===== src/wfaw_pkg.sv =====
// shared constants, types and the channel blend function for the window frame store
`default_nettype none

package wfaw_pkg;

	localparam int SCREEN_COLS = 128;
	localparam int SCREEN_ROWS = 128;
	localparam int COL_W       = $clog2(SCREEN_COLS);
	localparam int ROW_W       = $clog2(SCREEN_ROWS);
	localparam int DEPTH       = SCREEN_COLS * SCREEN_ROWS;
	localparam int ADDR_W      = $clog2(DEPTH);

	typedef logic [1:0] cmd_code_t;

	localparam cmd_code_t CMD_DEFINE = 2'd0;
	localparam cmd_code_t CMD_WRITE  = 2'd1;
	localparam cmd_code_t CMD_BLEND  = 2'd2;
	localparam cmd_code_t CMD_READ   = 2'd3;

	// controller to datapath
	typedef struct packed {
		logic load_item;
		logic exec;
		logic mem_done;
		logic load_out;
	} dp_ctrl_t;

	// datapath to controller
	typedef struct packed {
		logic needs_mem;
	} dp_stat_t;

	// old + floor((src - old) * a / 256), low six bits; narrower channels take the low bits
	function automatic logic [5:0] blend_ch(input logic [5:0] src, input logic [5:0] old,
			input logic [7:0] a);
		logic signed [6:0]  diff;
		logic signed [15:0] diff_x;
		logic signed [15:0] a_x;
		logic signed [15:0] prod;
		diff   = $signed({1'b0, src}) - $signed({1'b0, old});
		diff_x = {{9{diff[6]}}, diff};
		a_x    = $signed({8'b0, a});
		prod   = diff_x * a_x;
		// arithmetic shift by 8 is the floor, only the low bits survive the mask
		return old + prod[13:8];
	endfunction

endpackage

`default_nettype wire


===== src/wfaw_ctrl.sv =====
// controller state machine sequencing one command at a time
`default_nettype none

module wfaw_ctrl
	import wfaw_pkg::*;
(
	input  wire logic     clk,
	input  wire logic     arst_n,
	input  wire logic     s_tvalid,
	output logic          s_tready,
	output logic          m_tvalid,
	input  wire logic     m_tready,
	output dp_ctrl_t      ctl,
	input  wire dp_stat_t stat
);

	localparam logic [1:0] ST_IDLE   = 2'd0;
	localparam logic [1:0] ST_EXEC   = 2'd1;
	localparam logic [1:0] ST_MEMRD  = 2'd2;
	localparam logic [1:0] ST_FINISH = 2'd3;

	logic [1:0] state_q;
	logic [1:0] state_d;
	logic       out_valid_q;
	logic       in_acc;
	logic       out_free;

	assign s_tready = (state_q == ST_IDLE);
	assign in_acc   = s_tvalid && s_tready;
	assign out_free = !out_valid_q || m_tready;
	assign m_tvalid = out_valid_q;

	assign ctl.load_item = in_acc;
	assign ctl.exec      = (state_q == ST_EXEC);
	assign ctl.mem_done  = (state_q == ST_MEMRD);
	assign ctl.load_out  = (state_q == ST_FINISH) && out_free;

	always_comb begin
		state_d = state_q;
		case (state_q)
			ST_IDLE: begin
				if (in_acc) state_d = ST_EXEC;
			end
			ST_EXEC: begin
				state_d = stat.needs_mem ? ST_MEMRD : ST_FINISH;
			end
			ST_MEMRD: begin
				state_d = ST_FINISH;
			end
			ST_FINISH: begin
				if (out_free) state_d = ST_IDLE;
			end
			default: begin
				state_d = ST_IDLE;
			end
		endcase
	end

	always_ff @(posedge clk or negedge arst_n) begin
		if (!arst_n) begin
			state_q     <= ST_IDLE;
			out_valid_q <= 1'b0;
		end else begin
			state_q <= state_d;
			if (ctl.load_out) out_valid_q <= 1'b1;
			else if (m_tready) out_valid_q <= 1'b0;
		end
	end

`ifndef SYNTH
	a_acc_to_exec: assert property (@(posedge clk) disable iff (!arst_n)
		in_acc |=> state_q == ST_EXEC)
		else $error("accepted item did not start execution");
	a_exec_next: assert property (@(posedge clk) disable iff (!arst_n)
		state_q == ST_EXEC |=> (state_q == ST_MEMRD || state_q == ST_FINISH))
		else $error("bad state after execute");
	a_load_idle: assert property (@(posedge clk) disable iff (!arst_n)
		ctl.load_out |=> (state_q == ST_IDLE && out_valid_q))
		else $error("result load did not return to idle with valid output");
`endif

endmodule

`default_nettype wire


===== config.mk =====
export PLATFORM = sky130hd
export DESIGN_NAME = wfaw_ctrl
export DESIGN_NICKNAME = d
export VERILOG_FILES = /design/src/wfaw_pkg.sv /design/src/wfaw_ctrl.sv
export SDC_FILE = /design/constraint.sdc
export NUM_CORES = 1
export LEC_CHECK = 0
export BUFFER_PORTS_ARGS = -buffer_cell sky130_fd_sc_hd__buf_4
export CORE_AREA = 10 10 47 49
export CTS_CLUSTER_SIZE = 10
export DETAILED_ROUTE_END_ITERATION = 8
export DIE_AREA = 0 0 57 59
export PLACE_DENSITY = 0.41
export SLEW_MARGIN = 40
export SYNTH_ARGS = -nofsm -noshare
export SYNTH_HDL_FRONTEND = slang
export SYNTH_SLANG_ARGS = --single-unit

===== constraint.sdc =====
create_clock -name clk -period 2.95 [get_ports clk]
set_input_delay 0 -clock clk [delete_from_list [all_inputs] [get_ports clk]]
set_output_delay 0 -clock clk [all_outputs]
set_load 0.02 [all_outputs]

==> qor.yml, run 1 <==
timing:
  setup_viol: 0
  worst_slew_pin_slew_ns: 0.170
  fmax_mhz: 708
  finalCriticalPeriod_ns: 1.41
  rsz0062_at_grt: "false"
  skew_ns: 0.00144
  finalCritPeriodShare_pct: 47.9
  slew_viol_final: 0
  hold_violations: 0
  finalSetupTns_ns: 0
  slew_headroom_pct: 88.7
  fin_hold_ws_ns: 0.0801
  fin_ws_ns: 1.54
min_path:
  min_path_cells: 3
  hold_path_class: "in2reg"
  min_from: "m_tready"
  hold_end: "m_tvalid"
clocking:
  clk_latency_ns: 0.23
  clkSinkCount: 3
  cts_tree: "yes"
  cts_buffers: 3
  clock_path_buffers: 2
  cts_resized: 0
  cts-root-buf: "clkbuf_4"
  clk_pin_slew_ns: 0.04
  htree_levels: 1
synthesis:
  netlist.area_leader.share_pct: 31.4
  synth_ff_type: "dfrtp_1"
  syn_nets: 31
  ys_seq_area_share_pct: 31.4
  synthArstFlopShare_pct: 100
  synth.area.top_cells: "dfrtp_1 (31%), ha_1 (21%), nand3b_4 (8.4%), nand2b_1 (7.9%), mux2_4 (6.3%)"
  netlist_area_um2: 239
  ys_warn_count: 0
  synth.largest_area_cell: "dfrtp_1"
  synth.distinct_cells: 12
  syn_avg_cell_area_um2: 10.9
  synth_edf_count: 0
  synth_most_common_cell: "ha_1"
  synthTopCellsByCount: "ha_1 (4), dfrtp_1 (3), inv_1 (3), nand2b_1 (3), and2_1 (2)"
  ys_seq_elements: 3
  synthCells: 22
routing:
  initialDrtViolationCount: 1
  wl_per_cell_um: 12.7
  viasPerCell: 4.00
  first_pass_iters: 2
  dr_total_vias: 208
  wl_um: 658
  ant_nets: 0
  drc: 0
final_layout:
  regArea_um2: 75.1
  final_core_util_pct: 25.9
  drive_gt1_share_pct: 44.4
  syn2layout_area_growth_pct: 51.8
  multi_input_area_um2: 145
  n_fill_cell: 158
  finalNetCount: 46
  antennaDiodeCount: 0
critical_path:
  startpoint_type: "flip-flop"
  crit_fanout: 5
  path_cells: "inv_1, ha_1, inv_1, o21ai_2, mux2_4"
  cpMaxStageDelayCell: "dfrtp_1"
  r2r_cells: 5
  cp_common_cell: "inv_1"
  critPathKind: "reg2reg"
  cpPeakStageDelay_ns: 0.42
  required_ns: 3.06
  cp.arrival_ns: 1.52
  end_kind: "flip-flop"
  reg2reg_from: "state_q[0]"
  regToRegSetupSlack_ns: 1.54
  timing.rr.end: "state_q[1]"
floorplanning:
  die_x_um: 57
  die_area_um2: 3360
  io_pins: 11
  rows: 14
  die_y_um: 59
  core_area_um2: 1400
  initial_core_util_pct: 17.1
global_route:
  met1_usage_pct: 3.70
  grt.busiest_layer: "met2"
  grtUsageMet3_pct: 5.58
  grt_start_max_net_pins: 6
  grt_pass1_wl_mm: 1.12
  gr-usage-met2_pct: 6.82
  grt_pass1_vias: 273
  track_usage_pct: 4.50
  antenna_found_initial: 0
  grt_overflow: 0
power:
  p_comb_share_pct: 61.1
  power_density_nw_per_um2: 1160
  p_sw_share_pct: 43.5
  switchingPower_mw: 0.182
  pwr-share-clk_pct: 16.8
  internal-power_mw: 0.237
  p_leak_nw: 0.200
  seqPwrFrac_pct: 22.1
  ir_worst_vdd_mv: 0.437
placed_design:
  gp_congestion: 0.655
  port_buffers: 10
  dp_worst_setup_slack_ns: 1.52
job:
  maxCapViolations: 0
outcome:
  status: "completed"
-- timing repair --
item,CTS,global route
hold buffers,1,0
setup buffers,0,0
endpoints found under the hold margin,3,0
-- routing by layer --
metal / vias up / routed length (µm)
li1: 97 / -
met1: 99 / 236
met2: 12 / 313
met3: 0 / 108
met4: 0 / 0
met5: - / 0
-- registers in the layout (all words and copies together), names as in the netlist --
signal / count
state_q: 2
m_tvalid: 1
-- placed cells by master, fill, tap and decap left out, drive strengths merged --
cell | synthesis | layout
a31oi | 1 | 1
and2 | 2 | 2
buf | 1 | 10
clkbuf | 0 | 4
dfrtp | 3 | 3
dlygate4sd3 | 0 | 1
ha | 4 | 4
inv | 3 | 3
mux2 | 1 | 1
nand2b | 3 | 3
nand3b | 1 | 1
nor2 | 1 | 1
o21ai | 1 | 1
o2bb2a | 1 | 1
-- per-stage QoR --
stage / instance area (µm²) / total power [mW] / cells
2_1_floorplan: 239 / 0.265 / 22
3_3_place_gp: 327 / 0.345 / 47
3_5_place_dp: 327 / 0.353 / 47
4_1_cts: 363 / 0.432 / 52
5_1_grt: 363 / 0.461 / 52
6_report: 363 / 0.419 / 52
-- area by class of cell --
| cell class | count | area share (%) |
|---|---|---|
| Multi-Input combinational cell | 15 | 40.0 |
| Clock buffer | 4 | 7.24 |
| Tap cell | 16 | 5.52 |
| Sequential cell | 3 | 20.7 |
| Timing Repair Buffer | 11 | 23.4 |
| Inverter | 3 | 3.10 |
-- how the worst max path moves through the flow --
stage                  to  slack, ns        from  depth (start not counted)
2_1_floorplan  state_q[1]       1.50  state_q[0]                          5
3_3_place_gp   state_q[1]       1.59  state_q[0]                          5
3_5_place_dp   state_q[1]       1.52  state_q[0]                          5
4_1_cts        state_q[1]       1.51  state_q[0]                          5
5_1_grt        state_q[1]       1.42  state_q[0]                          5
6_report       state_q[1]       1.54  state_q[0]                          5
-- critical path, delay by kind of cell, from the launching register on --
family | cells | cell delay, ns
buf+inv | 2 | 0.19
mux | 1 | 0.31
flops | 1 | 0.42
compound gates | 1 | 0.17
fa+ha+maj | 1 | 0.21
-- kinds of logic after synthesis --
kind of cell | after synthesis | share of synthesized area, %
AND/OR/NAND/NOR | 7 | 23.0
flip-flops | 3 | 31.4
multiplexers | 1 | 6.28
adder cells (fa/ha/maj) | 4 | 20.9
buffers and inverters | 4 | 7.85
AO/OA/AOI/OAI | 3 | 10.5
-- power by group through the flow --
stage	Combinational [mW]	Clock, mW	Sequential, mW
2_1_floorplan	0.169	0	0.0960
3_3_place_gp	0.253	0	0.0914
3_5_place_dp	0.258	0	0.0947
4_1_cts	0.264	0.0738	0.0941
5_1_grt	0.285	0.0795	0.0966
6_report	0.256	0.0704	0.0927
No activity file was read; power rests on OpenSTA's default activity.
==> run 2, diff against run 1 <==
- PLACE_DENSITY: 0.41 -> 0.42
- clock period: 2.95 -> 1.2 ns (I/O delays scaled with it)
==> run 2 against run 1 <==
  * Core utilization up 4.6 points
  * Global-route usage down 0.69 points
  * Sequential power up 140%
  * The run now ends with setup timing left
  * Largest power group unchanged
  * Total power rose to 2.9 times the previous value
  * Fmax up 12%
  * Routed wire length down 7.1%
  * Via count down 0.48%
  * Non-clock buffer count up 4
  * Largest cell class unchanged
  * Combinational power rose to 3.2 times the previous value
  * Clock power up 150%
==> qor.yml, run 2 (synthesis results as in run 1) <==
routing:
  ant_nets: 0  # unchanged
  first_pass_iters: 2  # unchanged
  initialDrtViolationCount: 2  # was 1
  drc: 0  # unchanged
  wl_per_cell_um: 10.9  # was 12.7 µm
  viasPerCell: 3.70  # was 4.00
  dr_total_vias: 207  # was 208
  wl_um: 611  # was 658 µm
power:
  pwr-share-clk_pct: 14.2  # was 16.8%
  seqPwrFrac_pct: 18.4  # was 22.1%
  ir_worst_vdd_mv: 1.04  # was 0.437 mV
  power_mw: 1.23  # was 0.419 mW
  p_sw_share_pct: 40.3  # was 43.5%
  switchingPower_mw: 0.495  # was 0.182 mW
  internal-power_mw: 0.734  # was 0.237 mW
  power_density_nw_per_um2: 2880  # was 1160 nW/µm²
  p_comb_share_pct: 67.5  # was 61.1%
  p_leak_nw: 0.217  # was 0.200 nW
timing:
  slew_headroom_pct: 88.9  # was 88.7%
  finalCriticalPeriod_ns: 1.26  # was 1.41 ns
  finalSetupTns_ns: -0.0998  # was 0 ns
  rsz0062_at_grt: "true"  # was false
  hold_violations: 0  # unchanged
  finalCritPeriodShare_pct: 105  # was 47.9%
  worst_slew_pin_slew_ns: 0.166  # was 0.170 ns
  fmax_mhz: 792  # was 708 MHz
  slew_viol_final: 0  # unchanged
  fin_ws_ns: -0.0630  # was 1.54 ns
  setup_viol: 2  # was 0
  skew_ns: 0.00171  # was 0.00144 ns
global_route:
  grt_start_max_net_pins: 5  # was 6
  track_usage_pct: 3.81  # was 4.50%
  grt_overflow: 0  # unchanged
  antenna_found_initial: 0  # unchanged
  grt_pass1_wl_um: 959  # was 1.12 mm
  grt_pass1_vias: 263  # was 273
final_layout:
  antennaDiodeCount: 0  # unchanged
  largest-register: "state_q"  # unchanged
  layout_commonest_cell: "buf_4"  # unchanged
  drive_gt1_share_pct: 70.0  # was 44.4%
  fin_cells: 56  # was 52
  syn2layout_area_growth_pct: 78.5  # was 51.8%
  largest_register_ffs: 2  # unchanged
  final_core_util_pct: 30.4  # was 25.9%
  finalNetCount: 50  # was 46
clocking:
  htree_levels: 1  # unchanged
  cts-root-buf: "clkbuf_4"  # unchanged
  clkSinkCount: 3  # unchanged
  clock_path_buffers: 2  # unchanged
  clk_pin_slew_ns: 0.04  # about the same
  cts_tree: "yes"  # unchanged
  post_cts_buffers: 0  # unchanged
  cts_buffers: 3  # unchanged
  clk_latency_ns: 0.23  # about the same
critical_path:
  crit_end: "state_q[1]"  # unchanged
  path_cells: "inv_2, ha_4, inv_2, o21ai_2, mux2_4"  # was inv_1, ha_1, inv_1, o21ai_2, mux2_4
  required_ns: 1.31  # was 3.06 ns
  reg2reg_from: "state_q[0]"  # unchanged
  regToRegSetupSlack_ns: -0.06  # was 1.54 ns
  cpMaxStageDelayCell: "dfrtp_1"  # unchanged
  crit_fanout: 4  # was 5
  end_kind: "flip-flop"  # unchanged
  timing.rr.end: "state_q[1]"  # unchanged
  path_depth: 5  # unchanged
  critPathKind: "reg2reg"  # unchanged
  cp_top_family: "flip-flops"  # unchanged
  critical_path_buf_inv_count: 2  # unchanged
  r2r_cells: 5  # unchanged
  cp.arrival_ns: 1.37  # was 1.52 ns
  cpPeakStageDelay_ns: 0.42  # about the same
  crit_start: "state_q[0]"  # unchanged
  startpoint_type: "flip-flop"  # unchanged
  cp_common_cell: "inv_2"  # was inv_1
placed_design:
  placed_cells: 51  # was 47
  gp_congestion: 0.686  # was 0.655
  port_buffers: 10  # unchanged
  dp_worst_setup_slack_ns: -0.0846  # was 1.52 ns
min_path:
  hold_path_class: "in2reg"  # unchanged
floorplanning:
  die_area_um2: 3360  # unchanged
  rows: 14  # unchanged
  die_y_um: 59  # unchanged
  core_area_um2: 1400  # unchanged
  die_x_um: 57  # unchanged
  io_pins: 11  # unchanged
  initial_core_util_pct: 17.1  # unchanged
outcome:
  violations: "setup timing"
  status: "finished, violations left"  # was completed
job:
  maxCapViolations: 0  # unchanged
==> run 2: changes by cell type in the layout (fill, tap and decap cells not counted), sizes merged <==
cell	previous run	this run
buf	10	14
==> run 2: worst min-delay path by stage <==
stage                     depth (start not counted)      from  slack (ns)          to
final                                             3  m_tready        0.07    m_tvalid
after global routing                              3  m_tready        0.08    m_tvalid
after CTS                                         3  m_tready        0.07    m_tvalid
after detailed placement                          1    arst_n       -0.21  state_q[1]
after global placement                            1    arst_n       -0.21  state_q[1]
after floorplan                                   0    arst_n       -0.30    m_tvalid
==> run 2: per-stage QoR <==
| step | hold WS (ns) | cell area, µm² |
|---|---|---|
| floorplan | -0.296 | 254 |
| global placement | -0.208 | 372 |
| detailed placement | -0.210 | 372 |
| CTS | 0.0651 | 427 |
| global route | 0.0838 | 427 |
| finish | 0.0653 | 427 |
==> run 2: power groups by stage <==
stage               clock network (mW)  registers [mW]  logic (mW)
finish                           0.174           0.226       0.829
global route                     0.192           0.236       0.911
CTS                              0.185           0.230       0.853
detailed placement                   0           0.228       0.793
global placement                     0           0.224       0.774
floorplan                            0           0.243       0.468
==> run 2: layer usage <==
layer  GRT usage, %  wire length (µm)
met1           3.22               241
met2           5.74               303
met3           2.58                66
met4           4.03                 0
met5              0                 0
==> run 2: layout make-up <==
| cell class | instances | area, µm² |
|---|---|---|
| Clock buffer | 4 | 26.3 |
| Multi-Input combinational cell | 15 | 168 |
| Sequential cell | 3 | 75.1 |
| Fill cell | 150 | 975 |
| Tap cell | 16 | 20.0 |
| Inverter | 3 | 11.3 |
| Timing Repair Buffer | 15 | 126 |
==> run 2: tightest hold or removal path: cells and delay by family <==
kind,cells,cell delay [ns]
simple gates,2,0.16
buf+inv,1,0.08
==> run 2: what timing repair did <==
item | 4_1_cts | 5_1_grt
hold endpoints to repair | 3 | 0
pin swaps | 2 | 0
setup endpoints to repair | 5 | 5
resized for setup | 6 | 0
hold buffers | 1 | 0
